==> src/hw/rtl/hbs_pkg.sv <==
// Shared types and constants for the 3x3 height map smoothing block.
// Used by hbs_ctrl, hbs_datapath and heightmap_box_smooth_3x3.
package hbs_pkg;

  // Default map size limits (top-level parameter defaults)
  localparam int DEF_MAX_WIDTH  = 1024;
  localparam int DEF_MAX_HEIGHT = 1024;

  // Field and register widths
  localparam int CFG_DIM_W  = 11;  // map_width / map_height registers
  localparam int HEIGHT_W   = 16;  // max_height, smoothed_height (Q8.8)
  localparam int SAMPLE_W   = 8;
  localparam int CFG_IDX_W  = 2;
  localparam int CFG_DATA_W = 16;

  // Arithmetic widths
  localparam int SUM_W  = 12;  // up to 9 * 255
  localparam int CNT_W  = 4;   // in-map neighbor count, 1..9
  localparam int NUM_W  = SUM_W + HEIGHT_W;  // sum * max_height
  localparam int DEN_W  = 12;  // 255 * count
  localparam int DVD_W  = NUM_W + 1;         // 2*num + den
  localparam int DVS_W  = DEN_W + 1;         // 2*den
  localparam int QUO_W  = HEIGHT_W;          // quotient never exceeds max_height
  localparam int STEP_W = $clog2(QUO_W);

  // Register indexes
  localparam logic [CFG_IDX_W-1:0] CFG_MAP_WIDTH  = 2'd0;
  localparam logic [CFG_IDX_W-1:0] CFG_MAP_HEIGHT = 2'd1;
  localparam logic [CFG_IDX_W-1:0] CFG_MAX_HEIGHT = 2'd2;

  // Register reset values
  localparam logic [CFG_DIM_W-1:0] RST_MAP_WIDTH  = 11'd256;
  localparam logic [CFG_DIM_W-1:0] RST_MAP_HEIGHT = 11'd256;
  localparam logic [HEIGHT_W-1:0]  RST_MAX_HEIGHT = 16'd25600;

  // Operation code
  localparam logic OP_DRAIN = 1'b1;

  // Window offset codes: one above/left, center, one below/right
  localparam logic [1:0] WIN_LO  = 2'd0;
  localparam logic [1:0] WIN_MID = 2'd1;
  localparam logic [1:0] WIN_HI  = 2'd2;

  typedef enum logic [2:0] {
    ST_IDLE,
    ST_GATHER,
    ST_FLUSH,
    ST_MUL,
    ST_LOAD,
    ST_DIV,
    ST_PUT
  } state_t;

  // Controller -> datapath
  typedef struct packed {
    logic       accept;    // input beat taken this cycle
    logic       issue;     // read one window byte
    logic [1:0] win_row;
    logic [1:0] win_col;
    logic       mul;       // sum * max_height
    logic       load_div;  // set up divider
    logic       div_step;  // one quotient bit
    logic       put;       // result into output register
  } cmd_t;

  // Datapath -> controller
  typedef struct packed {
    logic start_emit;  // current input beat produces a result
  } status_t;

endpackage

==> src/hw/rtl/hbs_ctrl.sv <==
// Sequencer for the 3x3 smoothing block: window gather, multiply, divide, output.
// Depends on hbs_pkg.
module hbs_ctrl (
  input  logic              clk,
  input  logic              rst,
  input  logic              item_valid,
  output logic              item_stall,
  output logic              result_valid,
  input  logic              result_stall,
  input  hbs_pkg::status_t  status,
  output hbs_pkg::cmd_t     cmd
);

  hbs_pkg::state_t             state, state_next;
  logic [1:0]                  wrow, wcol;
  logic [hbs_pkg::STEP_W-1:0]  dcnt;
  logic                        out_full;
  logic                        accept;
  logic                        put_ok;
  logic                        win_end;

  assign item_stall = (state != hbs_pkg::ST_IDLE);
  assign accept  = item_valid && !item_stall;
  assign put_ok  = !out_full || !result_stall;
  assign win_end = (wrow == hbs_pkg::WIN_HI) && (wcol == hbs_pkg::WIN_HI);

  always_comb begin
    state_next = state;
    unique case (state)
      hbs_pkg::ST_IDLE:   if (accept && status.start_emit) state_next = hbs_pkg::ST_GATHER;
      hbs_pkg::ST_GATHER: if (win_end) state_next = hbs_pkg::ST_FLUSH;
      hbs_pkg::ST_FLUSH:  state_next = hbs_pkg::ST_MUL;
      hbs_pkg::ST_MUL:    state_next = hbs_pkg::ST_LOAD;
      hbs_pkg::ST_LOAD:   state_next = hbs_pkg::ST_DIV;
      hbs_pkg::ST_DIV:    if (dcnt == hbs_pkg::STEP_W'(hbs_pkg::QUO_W - 1))
                            state_next = hbs_pkg::ST_PUT;
      hbs_pkg::ST_PUT:    if (put_ok) state_next = hbs_pkg::ST_IDLE;
      default:            state_next = hbs_pkg::ST_IDLE;
    endcase
  end

  always_comb begin
    cmd          = '0;
    cmd.accept   = accept;
    cmd.win_row  = wrow;
    cmd.win_col  = wcol;
    unique case (state)
      hbs_pkg::ST_GATHER: cmd.issue    = 1'b1;
      hbs_pkg::ST_MUL:    cmd.mul      = 1'b1;
      hbs_pkg::ST_LOAD:   cmd.load_div = 1'b1;
      hbs_pkg::ST_DIV:    cmd.div_step = 1'b1;
      hbs_pkg::ST_PUT:    cmd.put      = put_ok;
      default: ;
    endcase
  end

  assign result_valid = out_full;

  always_ff @(posedge clk) begin
    if (rst) begin
      state    <= hbs_pkg::ST_IDLE;
      wrow     <= hbs_pkg::WIN_LO;
      wcol     <= hbs_pkg::WIN_LO;
      dcnt     <= '0;
      out_full <= 1'b0;
    end else begin
      state <= state_next;
      if (accept) begin
        wrow <= hbs_pkg::WIN_LO;
        wcol <= hbs_pkg::WIN_LO;
      end else if (state == hbs_pkg::ST_GATHER) begin
        if (wcol == hbs_pkg::WIN_HI) begin
          wcol <= hbs_pkg::WIN_LO;
          wrow <= wrow + 2'd1;
        end else begin
          wcol <= wcol + 2'd1;
        end
      end
      if (state == hbs_pkg::ST_LOAD)
        dcnt <= '0;
      else if (state == hbs_pkg::ST_DIV)
        dcnt <= dcnt + 1'b1;
      out_full <= cmd.put || (out_full && result_stall);
    end
  end

endmodule

==> config.mk <==
export PLATFORM = sky130hd
export DESIGN_NAME = hbs_ctrl
export DESIGN_NICKNAME = d
export VERILOG_FILES = /design/src/hw/rtl/hbs_pkg.sv /design/src/hw/rtl/hbs_ctrl.sv
export SDC_FILE = /design/constraint.sdc
export NUM_CORES = 1
export LEC_CHECK = 0
export BUFFER_PORTS_ARGS = -buffer_cell sky130_fd_sc_hd__buf_4
export CELL_PAD_IN_SITES_DETAIL_PLACEMENT = 0
export CELL_PAD_IN_SITES_GLOBAL_PLACEMENT = 2
export CORE_MARGIN = 3
export CORE_UTILIZATION = 33
export CTS_BUF_LIST = sky130_fd_sc_hd__clkbuf_4 sky130_fd_sc_hd__clkbuf_8
export CTS_CLUSTER_SIZE = 10
export DETAILED_ROUTE_END_ITERATION = 16
export GPL_ROUTABILITY_DRIVEN = 0
export GPL_TIMING_DRIVEN = 0
export PLACE_DENSITY = 0.81
export REMOVE_ABC_BUFFERS = 1
export SYNTH_ARGS = -nofsm -noshare
export SYNTH_HDL_FRONTEND = slang
export SYNTH_SLANG_ARGS = --single-unit
==> constraint.sdc <==
create_clock -name clk -period 2.96 [get_ports clk]
set_clock_uncertainty 0.1 [all_clocks]
set_input_delay 0.592 -clock clk [delete_from_list [all_inputs] [get_ports clk]]
set_output_delay 0.592 -clock clk [all_outputs]
set_load 0.02 [all_outputs]
==> run_results.csv, run 1 <==
group,metric,value,unit
clock_network,cts_tree,"done",
drt,maxUsedRoutingLayer,"met4",
sta,final-hold-violation-count,0,
clock_network,clock_tree.buffer_depth,2,
drt,wl_per_cell,12.2,um
floorplanning,die_y,51.2,um
cells_and_area,area_growth,21.7,%
cells_and_area,num-nets-final,101,
cells_and_area,register_area,240,um^2
cells_and_area,drive_gt1_frac,0.290,
placement,port_buffers,16,
critical_path,cp_max_fo,11,
drt,vias,595,
clock_network,h-tree-depth,1,
global_routing,groute.usage.overall,0.122,
synth,ys_warn_count,0,
sta,final_max_slew_viol_count,0,
critical_path,critical_path_depth,3,
clock_network,cts_buffers,3,
critical_path,cp_num_buf_inv,1,
clock_network,clock_latency,0.27,ns
synth,synthArstFlopShare,0,
synth,synth_ff_type,"dfxtp_1",
power,p_seq_frac,0.418,
sta,tns,0,ns
sta,slew_headroom,0.712,
synth,synth_seq_cells,12,
power,power,0.481,mW
sta,timing.final.crit_share,0.738,
clock_network,cts_root_buf,"clkbuf_4",
placement,dp_slack,1.10,ns
drt,drt_wl_total,1.44,mm
placement,placed_area,785,um^2
power,p_leak,0.333,nW
synth,synth.distinct_cells,32,
job,max_cap_viol_count,0,
clock_network,clk_pin_slew,0.09,ns
critical_path,critical_path_class,"reg -> out",
critical_path,slowest_delay,0.59,ns
cells_and_area,antenna_cells,0,
critical_path,critPathLaunchType,"flip-flop",
hold_path,hp-start,"dcnt[1]",
power,combinationalPowerShare,0.305,
critical_path,end_kind,"output pin",
sta,fmax,458,MHz
hold_path,worstHoldPathType,"reg -> reg",
critical_path,r2r-start,"state[1]",
synth,netlist_instances,77,
sta,finalCriticalPeriod,2.19,ns
global_routing,antenna_found_initial,0,
synth,synth_edf_count,0,
cells_and_area,final_common_cell,"buf_4",
clock_network,cts_setup_buffers,0,
power,switchingPower,0.163,mW
critical_path,worst_ep_required_time,2.27,ns
critical_path,worstPathArrival,1.49,ns
cells_and_area,fin_area,821,um^2
cells_and_area,fillCellCount,201,
critical_path,critPathTopFamily,"flip-flops",
global_routing,grt_pass1_wl,2.42,mm
hold_path,min_path_cells,2,
floorplanning,die_area,2620,um^2
cells_and_area,final_cell_mix,"buf_4, dfxtp_1, a21oi_1, inv_1, nand2_1",
drt,dr_wl_met3,66,um
floorplanning,die_x,51.2,um
synth,syn_area_per_cell,8.76,um^2
power,worst_ir_drop_vdd,0.285,mV
sta,worst_pin_slew,0.431,ns
drt,drc,0,
floorplanning,ios,17,
power,swShare,0.339,
synth,yosysSeqAreaShare,0.356,
global_routing,grt_overflow_total,0,
drt,postRouteAntennaNets,0,
run_status,status,"complete, no violations",
sta,fin_ws,0.775,ns
floorplanning,core,1820,um^2
drt,drtPass1Iterations,4,
sta,finalSetupViolations,0,
drt,drt_iter0_drc,12,
critical_path,crit_slowest_cell,"dfxtp_1",
cells_and_area,multi_input_area,358,um^2
power,p_int,0.318,mW
power,p_clk_frac,0.277,
critical_path,worstRegToRegCells,4,
floorplanning,row_count,15,
global_routing,grt_max_degree,12,
clock_network,cts_sinks,12,
synth,syn_area,674,um^2
critical_path,cp_cell_sequence,"nand2_1 -> a211oi_1 -> buf_4",
clock_network,cts_hold_buf,0,
power,power_density,586,nW/um^2
placement,hpwl,1.07,mm
global_routing,grt_pass1_vias,537,
clock_network,ctsResizeCount,0,
drt,wl_met1,774,um
drt,routed_via_density,5.04,
drt,wl_met2,586,um
critical_path,critPathLaunch,"state[2]",
floorplanning,initial_core_util,0.370,
sta,rsz0062_at_grt,"no",
[layout make-up]
class	count	share of cell area
Multi-Input combinational cell	53	0.436
Sequential cell	12	0.293
Tap cell	25	0.0381
Inverter	8	0.0427
Clock buffer	4	0.0442
Timing Repair Buffer	16	0.146
[path summary, 6_finish.rpt]
path / end / slack [ns]
setup / recovery: cmd[0] / 0.77
hold / removal: dcnt[1] / 0.39
setup reg to reg: state[1] / 1.32
hold reg to reg: dcnt[1] / 0.39
[flip-flops by register name, indices dropped and copies added, names as in the netlist]
signal	count
result_valid	1
dcnt	4
state	3
wrow	2
wcol	2
[metal layers]
metal,global-route usage,vias up
li1,-,314
met1,0.187,266
met2,0.159,13
met3,0.0262,2
met4,0.0538,0
met5,0,-
[stage by stage]
step	hold slack (ns)	std cells	util
floorplan	0.351	73	-
global placement	0.364	114	0.431
detailed placement	0.379	114	0.431
CTS	0.392	118	0.451
global route	0.413	118	0.451
finish	0.388	118	0.451
[logic make-up after synthesis]
| kind of cell | count (synthesis) | share of synthesized area |
|---|---|---|
| buffers and inverters | 12 | 0.113 |
| AO/OA/AOI/OAI | 23 | 0.236 |
| XOR/XNOR | 1 | 0.0130 |
| adder cells (fa/ha/maj) | 2 | 0.0371 |
| flip-flops | 12 | 0.356 |
| AND/OR/NAND/NOR | 27 | 0.245 |
[synth_stat cells (2+ instances only)]
cell type / number / share of area
a21o_1: 2 / 0.022
a21oi_1: 9 / 0.067
a222oi_1: 2 / 0.030
buf_6: 3 / 0.050
dfxtp_1: 12 / 0.36
ha_1: 2 / 0.037
inv_1: 6 / 0.033
nand2_1: 6 / 0.033
nand3_1: 4 / 0.030
nand3b_1: 2 / 0.022
nor2_1: 2 / 0.011
nor3_1: 4 / 0.030
o21ai_0: 2 / 0.015
or3_1: 3 / 0.028
[worst min-delay path, cell delays in order, from the launching register on]
cell and delay, ns:
dfxtp_1 0.34, nand2_1 0.06, a21oi_1 0.05
[power groups by stage]
stage	registers, mW	logic (mW)	clock network (mW)
6_report	0.201	0.147	0.133
5_1_grt	0.205	0.159	0.147
4_1_cts	0.201	0.148	0.137
3_5_place_dp	0.204	0.147	0
3_3_place_gp	0.205	0.147	0
2_1_floorplan	0.200	0.0985	0
No activity file was read; power rests on OpenSTA's default activity.
==> run 2: changes to the inputs <==
CORE_UTILIZATION = 31   (was 33)
PLACE_DENSITY = 0.76   (was 0.81)
clock period = 2.3 ns   (was 2.96 ns; I/O delays follow)
==> run_results.csv, run 2 (synthesis gave the netlist of run 1 again) <==
group,metric,value,unit
cells_and_area,final_cell_mix,"buf_4, dfxtp_1, a21oi_1, inv_1, nand2_1",
drt,drc,0,
floorplanning,die_area,2770,um^2
drt,vias,612,
sta,tns,0,ns
drt,wl_per_cell,11.8,um
sta,rsz0062_at_grt,"no",
sta,holdWs,0.326,ns
cells_and_area,antenna_cells,0,
critical_path,worstRegToRegCells,4,
placement,dp_slack,0.546,ns
placement,hpwl,1.06,mm
global_routing,grt_max_degree,12,
sta,finalCriticalPeriod,2.03,ns
clock_network,clock_latency,0.27,ns
drt,drt_iter0_drc,6,
power,power_density,742,nW/um^2
cells_and_area,regMostFlops,"dcnt",
hold_path,min_path_cells,2,
drt,drtPass1Iterations,6,
power,p_leak,0.333,nW
clock_network,clock_tree.buffer_depth,2,
floorplanning,row_count,16,
critical_path,end_kind,"output pin",
critical_path,critical_path_class,"reg -> out",
clock_network,cts_buffers,3,
clock_network,cts_sinks,12,
clock_network,h-tree-depth,1,
global_routing,grt_pass1_vias,575,
cells_and_area,final_common_cell,"buf_4",
clock_network,clk_pin_slew,0.07,ns
global_routing,groute.usage.overall,0.121,
global_routing,antenna_found_initial,0,
drt,postRouteAntennaNets,0,
critical_path,worst_ep_required_time,1.74,ns
floorplanning,ios,17,
clock_network,ctsResizeCount,0,
global_routing,grt_overflow_total,0,
cells_and_area,area_growth,22.1,%
floorplanning,core,2000,um^2
floorplanning,die_y,52.6,um
clock_network,cts_setup_buffers,0,
clock_network,cts_root_buf,"clkbuf_4",
clock_network,cts_tree,"done",
cells_and_area,num-nets-final,101,
critical_path,cp_max_fo,11,
placement,port_buffers,16,
sta,finalSetupViolations,0,
critical_path,worstPathArrival,1.47,ns
drt,routed_via_density,5.10,
floorplanning,die_x,52.6,um
sta,slew_headroom,0.723,
cells_and_area,drive_gt1_frac,0.290,
sta,final_max_slew_viol_count,0,
cells_and_area,largest_reg_flops,4,
job,max_cap_viol_count,0,
drt,drt_wl_total,1.42,mm
sta,final-hold-violation-count,0,
clock_network,cts_hold_buf,0,
sta,fin_ws,0.273,ns
sta,worst_pin_slew,0.415,ns
cells_and_area,largest_registers,"dcnt: 4 flops, state: 3 flops",
global_routing,grt_pass1_wl,2.50,mm
floorplanning,initial_core_util,0.337,
sta,fmax,493,MHz
critical_path,critPathLaunchType,"flip-flop",
run_status,status,"complete, no violations",
hold_path,worstHoldPathType,"in -> reg",
cells_and_area,fillCellCount,229,
sta,timing.final.crit_share,0.881,
power,worst_ir_drop_vdd,0.362,mV
[run 2: cell counts in the layout (fill, tap and decap cells not counted)]
No cell type changed its count.
[run 2: metrics by stage]
| stage | util | instances | power, mW | instance area, um^2 |
|---|---|---|---|---|
| 3_3_place_gp | 0.393 | 116 | 0.457 | 787 |
| 2_1_floorplan | - | 73 | 0.384 | 633 |
| 6_report | 0.411 | 120 | 0.611 | 823 |
| 4_1_cts | 0.411 | 120 | 0.623 | 823 |
| 5_1_grt | 0.411 | 120 | 0.654 | 823 |
| 3_5_place_dp | 0.393 | 116 | 0.452 | 787 |
[run 2: per-layer routing]
| metal | vias to the layer above | share of wire | GRT usage |
|---|---|---|---|
| met3 | 2 | 0.046 | 0.0285 |
| met5 | - | 0 | 0 |
| li1 | 317 | - | - |
| met4 | 0 | 0.0099 | 0.0511 |
| met2 | 10 | 0.47 | 0.186 |
| met1 | 283 | 0.47 | 0.160 |
[run 2: power by group]
part	leakage, nW	switching [mW]	internal (mW)
Combinational	0.215	0.0965	0.0913
Sequential	0.0971	0.0359	0.222
Clock	0.0210	0.0697	0.0960
Total	0.333	0.202	0.409
[run 2: path summary, 6_finish.rpt]
| kind | slack [ns] | end | startpoint |
|---|---|---|---|
| max | 0.27 | cmd[0] | state[2] |
| min | 0.33 | result_valid | rst |
| max reg2reg | 0.69 | state[1] | state[1] |
| min reg2reg | 0.38 | dcnt[1] | dcnt[1] |
[run 2: final cells by class]
cell class | count | area [um^2] | share of cell area
tap | 27 | 33.8 | 0.0410
timing repair buffer | 16 | 120 | 0.146
clock buffer | 4 | 36.3 | 0.0441
multi-input combinational | 53 | 358 | 0.435
inverter | 8 | 35.0 | 0.0426
sequential | 12 | 240 | 0.292
[run 2: critical path, cell delays in order (launching register included)]
cell      delay, ns
dfxtp_1        0.58
nand2_1        0.20
a211oi_1       0.25
buf_4          0.18
==> run 3: changes to the inputs <==
clock period = 1.9 ns   (was 2.3 ns; I/O delays follow)
==> run_results.csv, run 3 (synthesis gave the netlist of run 1 again) <==
group,metric,value,unit
drt,drtPass1Iterations,6,
cells_and_area,final_cell_mix,"buf_4, a21oi_1, dfxtp_1, inv_1, nand2_1",
clock_network,clock_latency,0.27,ns
drt,postRouteAntennaNets,0,
placement,port_buffers,16,
cells_and_area,drive_gt1_frac,0.323,
cells_and_area,largest_registers,"dcnt: 4 flops, state: 3 flops",
sta,final-hold-violation-count,0,
cells_and_area,instances_no_fill,120,
drt,drt_iter0_drc,10,
cells_and_area,num-nets-final,101,
cells_and_area,antenna_cells,0,
sta,tns,0,ns
sta,finalSetupViolations,0,
job,max_cap_viol_count,0,
global_routing,grt_max_degree,12,
floorplanning,row_count,16,
critical_path,worst_ep_required_time,1.42,ns
floorplanning,die_area,2770,um^2
power,p_seq_frac,0.423,
floorplanning,die_y,52.6,um
drt,drt_wl_total,1.46,mm
clock_network,clock_tree.buffer_depth,2,
global_routing,grt_pass1_vias,588,
clock_network,cts_sinks,12,
sta,final_max_slew_viol_count,0,
cells_and_area,final_common_cell,"buf_4",
floorplanning,initial_core_util,0.337,
hold_path,worstHoldPathType,"in -> reg",
power,p_int,0.499,mW
cells_and_area,fillCellCount,226,
sta,finalCriticalPeriod,1.82,ns
cells_and_area,area_growth,23.4,%
critical_path,critPathLaunchType,"flip-flop",
floorplanning,ios,17,
power,worst_ir_drop_vdd,0.447,mV
clock_network,cts_buffers,3,
power,switchingPower,0.249,mW
sta,slew_headroom,0.778,
drt,vias,614,
critical_path,cp_max_fo,10,
cells_and_area,regMostFlops,"dcnt",
run_status,status,"complete, no violations",
critical_path,end_kind,"output pin",
power,power_density,899,nW/um^2
clock_network,cts_root_buf,"clkbuf_4",
drt,drc,0,
sta,timing.final.crit_share,0.958,
drt,routed_via_density,5.12,
critical_path,crit_slowest_cell,"or3b_4",
floorplanning,die_x,52.6,um
global_routing,grt_overflow_total,0,
global_routing,grt_pass1_wl,2.55,mm
global_routing,groute.usage.overall,0.123,
floorplanning,core,2000,um^2
power,swShare,0.332,
clock_network,clk_pin_slew,0.08,ns
critical_path,worstPathArrival,1.34,ns
placement,hpwl,1.06,mm
critical_path,slowest_delay,0.44,ns
clock_network,cts_tree,"done",
sta,fmax,550,MHz
clock_network,h-tree-depth,1,
critical_path,cp_cell_sequence,"or3b_4 -> clkinv_4 -> buf_4",
power,combinationalPowerShare,0.306,
critical_path,critical_path_class,"reg -> out",
power,p_leak,0.335,nW
sta,rsz0062_at_grt,"no",
power,p_clk_frac,0.272,
drt,wl_per_cell,12.2,um
sta,worst_pin_slew,0.332,ns
placement,dp_cells,116,
cells_and_area,largest_reg_flops,4,
global_routing,antenna_found_initial,0,
==> run 3: cell types whose count changed in the layout (fill, tap and decap cells not counted) <==
| cell | delta |
|---|---|
| dfxtp_1 | -3 |
| dfxtp_2 | +1 |
| dfxtp_4 | +2 |
==> run 3: per-layer routing <==
metal / vias to the layer above / track usage / wire length, um
li1: 316 / - / -
met1: 283 / 0.160 / 698
met2: 13 / 0.194 / 674
met3: 2 / 0.0285 / 70
met4: 0 / 0.0511 / 14
met5: - / 0 / 0
==> run 3: worst paths after layout <==
kind | slack (ns) | startpoint | depth (start not counted) | to
worst max-delay path | 0.08 | state[0] | 3 | cmd[8]
worst min-delay path | 0.24 | rst | 2 | state[2]
worst max register to register | 0.46 | state[0] | 4 | state[1]
worst min register to register | 0.38 | dcnt[1] | 2 | dcnt[1]
==> run 3: repair_timing <==
action / 4_1_cts / 5_1_grt
endpoints found under the setup margin: 3 / 1
setup buffers: 0 / 0
pin swaps: 0 / 0
resized for setup: 3 / 2
hold buffers: 0 / 0
==> run 3: power by group through the flow <==
stage	Clock [mW]	Sequential, mW	Combinational [mW]
finish	0.203	0.316	0.229
global placement	0	0.321	0.233
CTS	0.211	0.316	0.230
floorplan	0	0.312	0.153
detailed placement	0	0.318	0.229
global route	0.228	0.322	0.249
==> run 3: per-stage QoR <==
| stage | setup WS [ns] | utilization | power [mW] | instance area [um^2] | hold WS [ns] |
|---|---|---|---|---|---|
| 2_1_floorplan | 0.205 | - | 0.465 | 633 | 0.351 |
| 5_1_grt | 0.0118 | 0.416 | 0.799 | 832 | 0.228 |
| 3_3_place_gp | 0.230 | 0.393 | 0.553 | 787 | 0.365 |
| 3_5_place_dp | 0.226 | 0.393 | 0.547 | 787 | 0.374 |
| 4_1_cts | 0.0691 | 0.413 | 0.757 | 827 | 0.232 |
| 6_report | 0.0804 | 0.416 | 0.748 | 832 | 0.239 |
==> run 3: cell type report <==
| cell class | instances | area (um^2) | share of cell area |
|---|---|---|---|
| tap | 27 | 33.8 | 0.0406 |
| inverter | 8 | 35.0 | 0.0421 |
| timing repair buffer | 16 | 120 | 0.144 |
| clock buffer | 4 | 36.3 | 0.0436 |
| multi-input combinational | 53 | 358 | 0.430 |
| sequential | 12 | 249 | 0.299 |
==> run 3: worst max-delay path: cells and delay by family (launching register included) <==
| family | cells | cell delay (ns) |
|---|---|---|
| flip-flops | 1 | 0.43 |
| buffers and inverters | 2 | 0.21 |
| AND/OR/NAND/NOR | 1 | 0.44 |
